File: config.mk
export PLATFORM = sky130hd
export DESIGN_NAME = alpha_blend_blitter
export DESIGN_NICKNAME = d
export VERILOG_FILES = /design/src/design/ab_blit_pkg.sv /design/src/design/ab_blit_blend.sv /design/src/design/alpha_blend_blitter.sv
export SDC_FILE = /design/constraint.sdc
export NUM_CORES = 2
export LEC_CHECK = 0
export ABC_AREA = 1
export BUFFER_PORTS_ARGS = -buffer_cell sky130_fd_sc_hd__buf_2
export CAP_MARGIN = 20
export CORE_UTILIZATION = 60
export CTS_CLUSTER_DIAMETER = 150
export DETAILED_ROUTE_END_ITERATION = 10
export PLACE_DENSITY = 0.76
export SLEW_MARGIN = 25
export SYNTH_ARGS = -nofsm -noshare
export SYNTH_HDL_FRONTEND = slang
export SYNTH_SLANG_ARGS = --single-unit
File: constraint.sdc
create_clock -name clock -period 10.2 [get_ports clock]
set_clock_uncertainty 0.1 [all_clocks]
set_input_delay 2.55 -clock clock [delete_from_list [all_inputs] [get_ports clock]]
set_output_delay 2.55 -clock clock [all_outputs]
set_load 0.02 [all_outputs]
File: src/design/ab_blit_pkg.sv
// ----------------------------------------------------------------------------
// ab_blit_pkg
// shared widths, register indexes and the divide-by-255 helper for the
// alpha blend blitter
// ----------------------------------------------------------------------------
package ab_blit_pkg;

   localparam int CHAN_W   = 8;
   localparam int ARGB_W   = 32;
   localparam int RGB_W    = 24;
   localparam int ADDR_W   = 24;
   localparam int COORD_W  = 12;
   localparam int SIZE_W   = 13;
   localparam int CSR_IDX_W = 3;
   localparam int CSR_DATA_W = 13;
   localparam int REQ_DATA_W = 56;
   localparam int RSP_DATA_W = 48;
   localparam int NUM_CHAN = 3;

   localparam logic [CHAN_W-1:0] CHAN_MAX = 8'hff;

   // configuration register indexes
   localparam logic [CSR_IDX_W-1:0] CSR_ORIGIN_X      = 3'd0;
   localparam logic [CSR_IDX_W-1:0] CSR_ORIGIN_Y      = 3'd1;
   localparam logic [CSR_IDX_W-1:0] CSR_SPRITE_WIDTH  = 3'd2;
   localparam logic [CSR_IDX_W-1:0] CSR_SPRITE_HEIGHT = 3'd3;
   localparam logic [CSR_IDX_W-1:0] CSR_SCREEN_WIDTH  = 3'd4;
   localparam logic [CSR_IDX_W-1:0] CSR_SCREEN_HEIGHT = 3'd5;

   localparam logic [COORD_W-1:0] ORIGIN_RESET        = 12'd0;
   localparam logic [SIZE_W-1:0]  SPRITE_SIZE_RESET   = 13'd1;
   localparam logic [SIZE_W-1:0]  SCREEN_WIDTH_RESET  = 13'd640;
   localparam logic [SIZE_W-1:0]  SCREEN_HEIGHT_RESET = 13'd480;

   // floor(p / 255) for p up to 255 * 255, by the usual add-and-shift trick
   function automatic logic [CHAN_W-1:0] div255(input logic [2*CHAN_W-1:0] p);
      logic [2*CHAN_W:0] t;
      t = (2*CHAN_W+1)'(p) + (2*CHAN_W+1)'(p[2*CHAN_W-1:CHAN_W]) + 17'd1;
      return t[2*CHAN_W-1:CHAN_W];
   endfunction

endpackage

File: src/design/ab_blit_blend.sv
// ----------------------------------------------------------------------------
// ab_blit_blend
// per-channel alpha mix of a sprite pixel over a background pixel
// ----------------------------------------------------------------------------
module ab_blit_blend (
   input  logic [ab_blit_pkg::ARGB_W-1:0] src_argb,
   input  logic [ab_blit_pkg::RGB_W-1:0]  bg_rgb,
   output logic [ab_blit_pkg::RGB_W-1:0]  blended_rgb
);

   localparam int CW = ab_blit_pkg::CHAN_W;

   logic [CW-1:0] alpha;
   logic [CW-1:0] alpha_inv;

   assign alpha     = src_argb[ab_blit_pkg::ARGB_W-1 -: CW];
   assign alpha_inv = ab_blit_pkg::CHAN_MAX - alpha;

   for (genvar ch = 0; ch < ab_blit_pkg::NUM_CHAN; ch++) begin : g_chan
      logic [2*CW-1:0] src_term;
      logic [2*CW-1:0] bg_term;
      logic [CW:0]     mix_sum;

      // each term truncated on its own; the sum never passes 255
      assign src_term = src_argb[ch*CW +: CW] * alpha;
      assign bg_term  = bg_rgb[ch*CW +: CW] * alpha_inv;
      assign mix_sum  = (CW+1)'(ab_blit_pkg::div255(src_term))
                      + (CW+1)'(ab_blit_pkg::div255(bg_term));
      assign blended_rgb[ch*CW +: CW] = mix_sum[CW-1:0];
   end

endmodule

File: src/design/alpha_blend_blitter.sv
// ----------------------------------------------------------------------------
// alpha_blend_blitter
// ARGB8888 sprite blitter with per-pixel alpha blend and frame-buffer address
// ----------------------------------------------------------------------------
// One sprite pixel per clock: a beat is taken on every cycle that the result
// side keeps up, and each beat passes from an input register through the
// blend, the address multiply and the bounds test in one pass
// into the result register. The result register lets a new beat be taken
// while a finished one still waits, and req_tready follows rsp_tready within
// the same cycle. Pixels arrive in raster order; the column and row counters
// wrap at the configured sprite size, so rsp_tlast marks the last pixel of
// each sprite and the next beat starts a new one. Sprite sizes of 0 act as 1
// and sizes above MAX_DIM act as MAX_DIM. Pixels that fall off the screen
// come out with rsp_tuser low and a zero address. Write the registers only
// while no beat is in flight.
// ----------------------------------------------------------------------------
module alpha_blend_blitter #(
   parameter int MAX_DIM = 4096
) (
   input  logic                                clock,
   input  logic                                reset,
   // src_argb [31:0], bg_rgb [55:32]
   input  logic [ab_blit_pkg::REQ_DATA_W-1:0]  req_tdata,
   input  logic                                req_tvalid,
   output logic                                req_tready,
   // dest_address [23:0], blended_rgb [47:24]
   output logic [ab_blit_pkg::RSP_DATA_W-1:0]  rsp_tdata,
   // write_enable [0]
   output logic                                rsp_tuser,
   output logic                                rsp_tlast,
   output logic                                rsp_tvalid,
   input  logic                                rsp_tready,
   input  logic                                csr_we,
   input  logic [ab_blit_pkg::CSR_IDX_W-1:0]   csr_index,
   input  logic [ab_blit_pkg::CSR_DATA_W-1:0]  csr_wdata
);

   localparam int COORD_W = ab_blit_pkg::COORD_W;
   localparam int SIZE_W  = ab_blit_pkg::SIZE_W;
   localparam int ADDR_W  = ab_blit_pkg::ADDR_W;
   localparam int RGB_W   = ab_blit_pkg::RGB_W;
   localparam int ARGB_W  = ab_blit_pkg::ARGB_W;
   // counter width, and a width that can hold MAX_DIM itself
   localparam int NW   = $clog2(MAX_DIM);
   localparam int CW   = $clog2(MAX_DIM + 1);
   localparam int SZW  = (CW > SIZE_W) ? CW : SIZE_W;
   localparam int XW   = ((COORD_W > NW) ? COORD_W : NW) + 1;
   localparam int CMPW = (XW > SIZE_W) ? XW : SIZE_W;

   // configuration
   logic [COORD_W-1:0] origin_x_ff, origin_y_ff;
   logic [SIZE_W-1:0]  sprite_width_ff, sprite_height_ff;
   logic [SIZE_W-1:0]  screen_width_ff, screen_height_ff;

   always_ff @(posedge clock) begin
      if (reset) begin
         origin_x_ff      <= ab_blit_pkg::ORIGIN_RESET;
         origin_y_ff      <= ab_blit_pkg::ORIGIN_RESET;
         sprite_width_ff  <= ab_blit_pkg::SPRITE_SIZE_RESET;
         sprite_height_ff <= ab_blit_pkg::SPRITE_SIZE_RESET;
         screen_width_ff  <= ab_blit_pkg::SCREEN_WIDTH_RESET;
         screen_height_ff <= ab_blit_pkg::SCREEN_HEIGHT_RESET;
      end else if (csr_we) begin
         case (csr_index)
            ab_blit_pkg::CSR_ORIGIN_X:      origin_x_ff      <= csr_wdata[COORD_W-1:0];
            ab_blit_pkg::CSR_ORIGIN_Y:      origin_y_ff      <= csr_wdata[COORD_W-1:0];
            ab_blit_pkg::CSR_SPRITE_WIDTH:  sprite_width_ff  <= csr_wdata[SIZE_W-1:0];
            ab_blit_pkg::CSR_SPRITE_HEIGHT: sprite_height_ff <= csr_wdata[SIZE_W-1:0];
            ab_blit_pkg::CSR_SCREEN_WIDTH:  screen_width_ff  <= csr_wdata[SIZE_W-1:0];
            ab_blit_pkg::CSR_SCREEN_HEIGHT: screen_height_ff <= csr_wdata[SIZE_W-1:0];
            default: ;
         endcase
      end
   end

   // effective sprite size: zero acts as one, capped at MAX_DIM
   logic [SZW-1:0] sw_ext, sh_ext;
   logic [CW-1:0]  spr_w, spr_h;
   logic [CW-1:0]  spr_w_m1, spr_h_m1;

   always_comb begin
      sw_ext = SZW'(sprite_width_ff);
      sh_ext = SZW'(sprite_height_ff);
      if (sw_ext == '0)
         spr_w = CW'(1);
      else if (sw_ext > SZW'(MAX_DIM))
         spr_w = CW'(MAX_DIM);
      else
         spr_w = sw_ext[CW-1:0];
      if (sh_ext == '0)
         spr_h = CW'(1);
      else if (sh_ext > SZW'(MAX_DIM))
         spr_h = CW'(MAX_DIM);
      else
         spr_h = sh_ext[CW-1:0];
      spr_w_m1 = spr_w - CW'(1);
      spr_h_m1 = spr_h - CW'(1);
   end

   // handshake
   logic s1_valid_ff;
   logic rsp_valid_ff;
   logic advance;
   logic req_take;

   assign advance    = !rsp_valid_ff || rsp_tready;
   assign req_tready = advance || !s1_valid_ff;
   assign req_take   = req_tvalid && req_tready;

   // raster counters, stepped on every accepted beat
   logic [NW-1:0] col_ff, row_ff, col_in, row_in;
   logic [NW:0]   col_inc, row_inc;

   always_comb begin
      col_inc = {1'b0, col_ff} + (NW+1)'(1);
      row_inc = {1'b0, row_ff} + (NW+1)'(1);
      col_in  = col_ff;
      row_in  = row_ff;
      if (req_take) begin
         if (col_inc >= (NW+1)'(spr_w)) begin
            col_in = '0;
            if (row_inc >= (NW+1)'(spr_h))
               row_in = '0;
            else
               row_in = row_inc[NW-1:0];
         end else begin
            col_in = col_inc[NW-1:0];
         end
      end
   end

   always_ff @(posedge clock) begin
      if (reset) begin
         col_ff <= '0;
         row_ff <= '0;
      end else begin
         col_ff <= col_in;
         row_ff <= row_in;
      end
   end

   // input register
   logic [ARGB_W-1:0] s1_src_ff;
   logic [RGB_W-1:0]  s1_bg_ff;
   logic [NW-1:0]     s1_col_ff, s1_row_ff;

   always_ff @(posedge clock) begin
      if (reset)
         s1_valid_ff <= 1'b0;
      else if (req_tready)
         s1_valid_ff <= req_tvalid;
   end

   always_ff @(posedge clock) begin
      if (req_take) begin
         s1_src_ff <= req_tdata[ARGB_W-1:0];
         s1_bg_ff  <= req_tdata[ARGB_W +: RGB_W];
         s1_col_ff <= col_ff;
         s1_row_ff <= row_ff;
      end
   end

   // single pass: blend, destination, bounds test and end-of-sprite
   logic [RGB_W-1:0]  rgb_in;
   logic [XW-1:0]     dest_x, dest_y;
   logic              inside_in;
   logic              last_in;
   logic [ADDR_W-1:0] row_base;
   logic [ADDR_W-1:0] addr_in;

   ab_blit_blend u_blend (
      .src_argb    (s1_src_ff),
      .bg_rgb      (s1_bg_ff),
      .blended_rgb (rgb_in)
   );

   always_comb begin
      dest_x    = XW'(origin_x_ff) + XW'(s1_col_ff);
      dest_y    = XW'(origin_y_ff) + XW'(s1_row_ff);
      inside_in = (CMPW'(dest_x) < CMPW'(screen_width_ff))
               && (CMPW'(dest_y) < CMPW'(screen_height_ff));
      // address kept modulo 2^24
      row_base  = ADDR_W'(dest_y) * ADDR_W'(screen_width_ff);
      addr_in   = inside_in ? (row_base + ADDR_W'(dest_x)) : '0;
      last_in   = ({1'b0, s1_col_ff} == (NW+1)'(spr_w_m1))
               && ({1'b0, s1_row_ff} == (NW+1)'(spr_h_m1));
   end

   // result register
   logic              rsp_we_ff;
   logic              rsp_last_ff;
   logic [ADDR_W-1:0] rsp_addr_ff;
   logic [RGB_W-1:0]  rsp_rgb_ff;

   always_ff @(posedge clock) begin
      if (reset)
         rsp_valid_ff <= 1'b0;
      else if (advance)
         rsp_valid_ff <= s1_valid_ff;
   end

   always_ff @(posedge clock) begin
      if (advance && s1_valid_ff) begin
         rsp_we_ff   <= inside_in;
         rsp_last_ff <= last_in;
         rsp_addr_ff <= addr_in;
         rsp_rgb_ff  <= rgb_in;
      end
   end

   assign rsp_tvalid = rsp_valid_ff;
   assign rsp_tuser  = rsp_we_ff;
   assign rsp_tlast  = rsp_last_ff;
   assign rsp_tdata  = {rsp_rgb_ff, rsp_addr_ff};

endmodule
Yosys cells after proc, flatten, opt, wreduce, memory -nomap -nowiden
Cells that the tools add are included.
{"block": "op_classes", "add_sub_neg": 23, "multipliers": 7, "n_div": 0, "order_cmp": 6, "n_eq_ne": 7, "n_shift": 0, "muxes": 6, "bitwise_logic": 0, "n_reduce_logical": 18}
{"operator": "adder 16 x 1 -> 16 bit, second input constant", "count": 6}
{"operator": "adder 16 x 8 -> 16 bit", "count": 6}
{"operator": "multiplier 8 x 8 -> 16 bit", "count": 6}
{"operator": "two-way mux 13 bit", "count": 4}
{"operator": "adder 12 x 1 -> 13 bit, second input constant", "count": 2}
{"operator": "adder 12 x 12 -> 13 bit", "count": 2}
{"operator": "equality test 12 x 13 -> 1 bit", "count": 2}
{"operator": ">= comparator 13 bit", "count": 2}
{"operator": "greater-than comparator 13 bit, second input constant", "count": 2}
{"operator": "logical NOT 13 bit", "count": 2}
{"operator": "< comparator 13 bit", "count": 2}
{"operator": "subtractor 13 x 1 -> 13 bit, second input constant", "count": 2}
{"operator": "adder 24 x 13 -> 24 bit", "count": 1}
{"operator": "adder 8 bit", "count": 3}
{"operator": "multiplier 13 x 13 -> 24 bit", "count": 1}
{"operator": "two-way mux 12 bit", "count": 2}
{"operator": "AND reduction 2 bit", "count": 7}
{"operator": "subtractor 8 bit, first input constant", "count": 1}
{"operator": "equality test 3 x 2 -> 1 bit, second input constant", "count": 2}
{"operator": "equality test 3 bit, second input constant", "count": 2}
{"operator": "logical AND 1 bit", "count": 4}
{"operator": "equality test 3 x 1 -> 1 bit, second input constant", "count": 1}
{"operator": "logical NOT 3 bit", "count": 1}
{"operator": "logical NOT 1 bit", "count": 2}
{"operator": "logical OR 1 bit", "count": 2}
{"block": "word_totals", "reg_bits": 232, "latchBits": 0, "ram_bits": 0, "rom_bits": 0, "in_bits": 77, "elab_cells": 85, "n_memories": 0}

Logic depth before layout (Yosys ltp)
{"block": "logic_depth", "ltp_word": 6, "mapped_depth": 48, "mapped_depth_nobuf": 46}

Cells and area by module
From an unflattened synthesis, not the netlist that was laid out.
{"block": "unflattened", "cells_unflattened": 4641, "hier_area_um2": 34342.9}
{"module": "ab_blit_blend", "instances": 1, "cells_each": 2730, "area_per_inst_um2": 17476.8, "seq_area_each_um2": 0.0}
{"module": "alpha_blend_blitter", "instances": 1, "cells_each": 1911, "area_per_inst_um2": 16866.2, "seq_area_each_um2": 5945.7}

Worst setup path after synthesis
No wires, ideal clock.
{"block": "synth_path", "kind": "flip-flop to flip-flop", "startpoint": "register s1_src_ff[26]", "endpoint": "register rsp_rgb_ff[7], data pin", "setup_ps": 249, "arrival_time_ps": 6773, "required_time_ps": 9851, "setup_slack_ps": 3078, "stages_incl_launch_ff": 42, "n_path_buf": 2, "period_less_slack_ps": 7122, "path_cell_list": "edfxtp_1 clkbuf_1 buf_1 nor2_1 fa_1 inv_1 fa_1 inv_1 fa_1 inv_1 fa_1 inv_1 ha_1 nand2_1 nand2_1 inv_1 o21ai_0 a21o_1 [... 6 more ...] nand3_1 nand4_1 nand2_1 nand2_1 nor2_1 xor2_1 ha_1 a21oi_1 nand2_1 a21o_1 a21oi_1 o21ai_0 a21oi_1 nand3_1 nand2_1 nand3_1 nand2_1 inv_1"}
{"block": "synth_via", "elab_chain_len": 5}
{"element": "from (decl)", "line": "alpha_blend_blitter.sv:143", "rtl": "logic [ARGB_W-1:0] s1_src_ff;"}
{"element": "from (signal assigned)", "line": "alpha_blend_blitter.sv:156", "rtl": "s1_src_ff <= req_tdata[ARGB_W-1:0];"}
{"element": "subtractor 8 bit", "line": "ab_blit_blend.sv:17", "rtl": "assign alpha_inv = ab_blit_pkg::CHAN_MAX - alpha;"}
{"element": "multiplier 8 x 8 -> 16 bit", "line": "ab_blit_blend.sv:26", "rtl": "assign bg_term = bg_rgb[ch*CW +: CW] * alpha_inv;"}
{"element": "adder 16 x 8 -> 16 bit", "line": "ab_blit_pkg.sv:38", "rtl": "t = (2*CHAN_W+1)'(p) + (2*CHAN_W+1)'(p[2*CHAN_W-1:CHAN_W]) + 17'd1;"}
{"element": "adder 16 x 1 -> 16 bit", "line": "ab_blit_pkg.sv:38"}
{"element": "adder 8 bit (*)", "line": "ab_blit_blend.sv:28", "rtl": "+ (CW+1)'(ab_blit_pkg::div255(bg_term));"}
{"element": "named net rgb_in[7]", "line": "alpha_blend_blitter.sv:164", "rtl": "logic [RGB_W-1:0] rgb_in;"}
{"element": "to (signal assigned)", "line": "alpha_blend_blitter.sv:207", "rtl": "rsp_rgb_ff <= rgb_in;"}
{"element": "to (decl)", "line": "alpha_blend_blitter.sv:193", "rtl": "logic [RGB_W-1:0] rsp_rgb_ff;"}
Mark *: on every way through the listed nets, which the timed path passes. The rest lies on a longest branch.
A chain may end at the register's enable or synchronous reset.

Worst setup path after layout
Same ends and word-level chain as after synthesis.

==> summary.txt <==
Timing
  – Final worst slack: 2013 ps
  – Final period utilization: 0.8026
  – Slew HR: 0.3432
  – Endpoints failing hold: 0
  – Tmin final: 8187 ps
  – Hold slack: between 300 and 400 ps
  – Unrepaired setup endpoints after global routing: false
  – Setup TNS: 0 ps
  – Pins over their slew limit: 0
  – Tightest Pin Transition: slightly below 1000 ps
  – Finish-stage setup viols: 0
  – Fmax achieved: between 100 and 150 MHz

Cells and area
  – Finished Cell Area: between 30,000 and 40,000 µm²
  – Fin util: 0.6461
  – Layout Nets: roughly 5,500
  – Antenna fix cells: 0
  – Fraction of layout cells with a size suffix above 1: 0.05595
  – Area growth syn-to-layout: 6.520%
  – Fill count: just over 5,000

Yosys
  – Synth top area share: 0.2052
  – Number of flops mapped to enable cells by yosys: 130
  – Post-Syn Area: 34,140 µm²
  – Synth top area cells: fa_1, ha_1, edfxtp_1
  – Top FF cell, synth: edfxtp_1
  – FF+latch count, synth: about 230
  – Sequential area share after synthesis: 0.1742
  – Largest area contributor in the netlist: fa_1
  – Mapped Nets: 5,465
  – Warnings from Yosys: 0
  – Post-synthesis cell type count: 57
  – Synthesized area per cell: 7.400 µm²
  – Post-synthesis async set-or-reset flop share: 0
  – Gate Count Post-Synth: ~4,600

GRT
  – Largest net degree at the start of global routing: between 60 and 70
  – Initial antenna violation count: 0
  – Vias in the first global route: ~28,000
  – Gr usage total: 0.2865
  – Gr ovfl total: 0
  – Global-route wire length before repair: about 130,000 µm

Floorplan
  – Core box area: 56,280 µm²
  – Top Ports: roughly 130
  – # rows: 87
  – Die area: around 58,000 µm²
  – Die height: roughly 240 µm
  – Initial Util: 0.6066
  – Chip Width: roughly 240 µm

Critical path
  – R2R Path End: rsp_rgb_ff[7]
  – CP endpoint kind: register
  – Critical path launch point type: register
  – Worst Path Arrival: ~8500 ps
  – Critical Path Source: s1_src_ff[26]
  – Reg-to-reg startpoint: s1_src_ff[26]
  – Max incr delay on CP: about 850 ps
  – Worst EP required: about 10,000 ps
  – Crit-path max FO: 28
  – Critical path's slowest cell: edfxtp_1
  – R2R setup slack: slightly above 2000 ps
  – Register-to-Register Path Depth: 40
  – Crit Path Class: register to register

Routing
  – DRT Wirelength: ~80,000 µm
  – Routed WL per cell: about 15 µm
  – Detailed-router iteration count before antenna repair: 7
  – # DRC: 0
  – DRT iter0 DRCs: roughly 2,200
  – Total number of vias: between 20,000 and 30,000
  – Via/cell ratio: between 5 and 6
  – DRT antenna net count: 0

Clocking
  – CTS sink cnt: roughly 230
  – Clk slew on worst S/H paths: about 60 ps
  – CTS Buf Count: 29
  – Post-CTS Hold Buffers: 0
  – CTS root buf: clkbuf_16
  – Worst skew pair latency: a little over 600 ps
  – Post-CTS Setup Bufs: 0
  – Largest buffer count on any clock path: 3
  – Clock H-tree levels: 1
  – CTS tree: done
  – Post-CTS resize count: 0

Worst hold path
  – Hold path endpoint: screen_height_ff[2]
  – Hold Crit Depth: 2
  – Worst Hold Class: register to register
  – Worst hold start: screen_height_ff[2]

Power
  – Pleak: between 20 and 25 nW
  – PD cells: 276.7 nW/µm²
  – Worst vdd ir: about 0.61 mV

Placement
  – Placer congestion estimate: ~0.94
  – Worst slack at placement: a little over 2000 ps
  – Number of I/O port buffers: about 130
  – Placed Area: 35,410 µm²
  – DP HPWL: between 60,000 and 70,000 µm

Run status
  – Status: finished clean

Job
  – Reported max-cap violation count: 0
[cell families after synthesis]
group,after synthesis,share of synthesized area
DFF,232,0.1742
xor gates and xnor gates,161,0.04329
and+or+nand+nor,1863,0.2246
AOI/OAI and AO/OA,425,0.06857
adders and majority gates,775,0.3610
buffers and inverters,1157,0.1283
[registers in the layout (all words and copies together), names as in the netlist, 12 cells and up]
| signal | count |
|---|---|
| rsp_addr_ff | 24 |
| s1_col_ff | 12 |
| rsp_rgb_ff | 24 |
| sh_ext | 13 |
| s1_bg_ff | 24 |
| screen_height_ff | 13 |
| s1_row_ff | 12 |
| col_ff | 12 |
| s1_src_ff | 32 |
| origin_y_ff | 12 |
| sprite_width_ff | 13 |
| screen_width_ff | 13 |
| row_ff | 12 |
| origin_x_ff | 12 |
[cell usage after synthesis, drive strengths merged, types with 3 or more instances]
cell type and instances:
inv 1044, nand2 1033, nor2 515, ha 425
fa 350, nand3 206, a21oi 204, o21ai 142
edfxtp 130, xor2 124, dfxtp 102, clkbuf 90
nand4 52, xnor2 36, nand3b 23, buf 21
nor3 18, o21bai 16, a21o 13, a211oi 10
a31oi 10, o211ai 9, or2 9, a31o 4
a21boi 3, a22oi 3, and2 3, nor4 3
o21a 3
[worst max path at each step]
stage                           to  slack [ps]  cells past startpoint
detailed placement  rsp_rgb_ff[23]        2070                     42
global route         rsp_rgb_ff[7]        1280                     40
floorplan            rsp_rgb_ff[7]        3080                     41
finish               rsp_rgb_ff[7]        2010                     40
CTS                 rsp_rgb_ff[23]        2060                     42
global placement    rsp_rgb_ff[23]        2300                     42
[where the power goes]
group / switching, W / total, W / internal [W]
logic: 0.00484 / 0.00760 / 0.00277
clock network: 0.000463 / 0.00104 / 0.000575
registers: 0.0000793 / 0.00142 / 0.00134
[final cells by class]
class | count | area, µm² | area share
multi-input cells | 3224 | 23830 | 0.6554
flip-flops and latches | 232 | 5946 | 0.1635
inverters | 1046 | 3928 | 0.1080
well taps | 756 | 945.9 | 0.02601
clock buffers | 39 | 824.5 | 0.02267
repair buffers | 145 | 768.2 | 0.02113
clock inverters | 15 | 118.9 | 0.003269
[worst max-delay path, delay by kind of cell, from the launching register on]
| kind | cells | cell delay, ps |
|---|---|---|
| AOI/OAI and AO/OA | 9 | 1540 |
| xor gates and xnor gates | 2 | 300 |
| adders and majority gates | 7 | 3040 |
| buffers and inverters | 8 | 890 |
| DFF | 1 | 850 |
| and+or+nand+nor | 14 | 1240 |
[metal layers]
metal,vias up,track usage,share of wire
met5,-,0,0
met4,0,0.1079,0.036
met3,180,0.04392,0.074
met2,919,0.4596,0.45
met1,13401,0.3911,0.44
li1,14309,-,-
[cell usage in the layout, fill, tap and decap left out, types with 30 or more instances in the layout]
cell / instances
inv_1: 1035
dfxtp_1: 102
edfxtp_1: 130
nand3_1: 197
fa_1: 350
o21ai_0: 133
nor2_1: 506
nand4_1: 51
xor2_1: 117
a21oi_1: 203
nand2_1: 1015
xnor2_1: 35
clkbuf_16: 30
ha_1: 425
buf_2: 128
[stage by stage]
step / std cells / power, W
floorplan: 4613 / 0.007213
global placement: 5403 / 0.008885
detailed placement: 5403 / 0.008941
CTS: 5457 / 0.01007
global route: 5457 / 0.01121
finish: 5457 / 0.01006
Power figures use the tool's default switching activity.
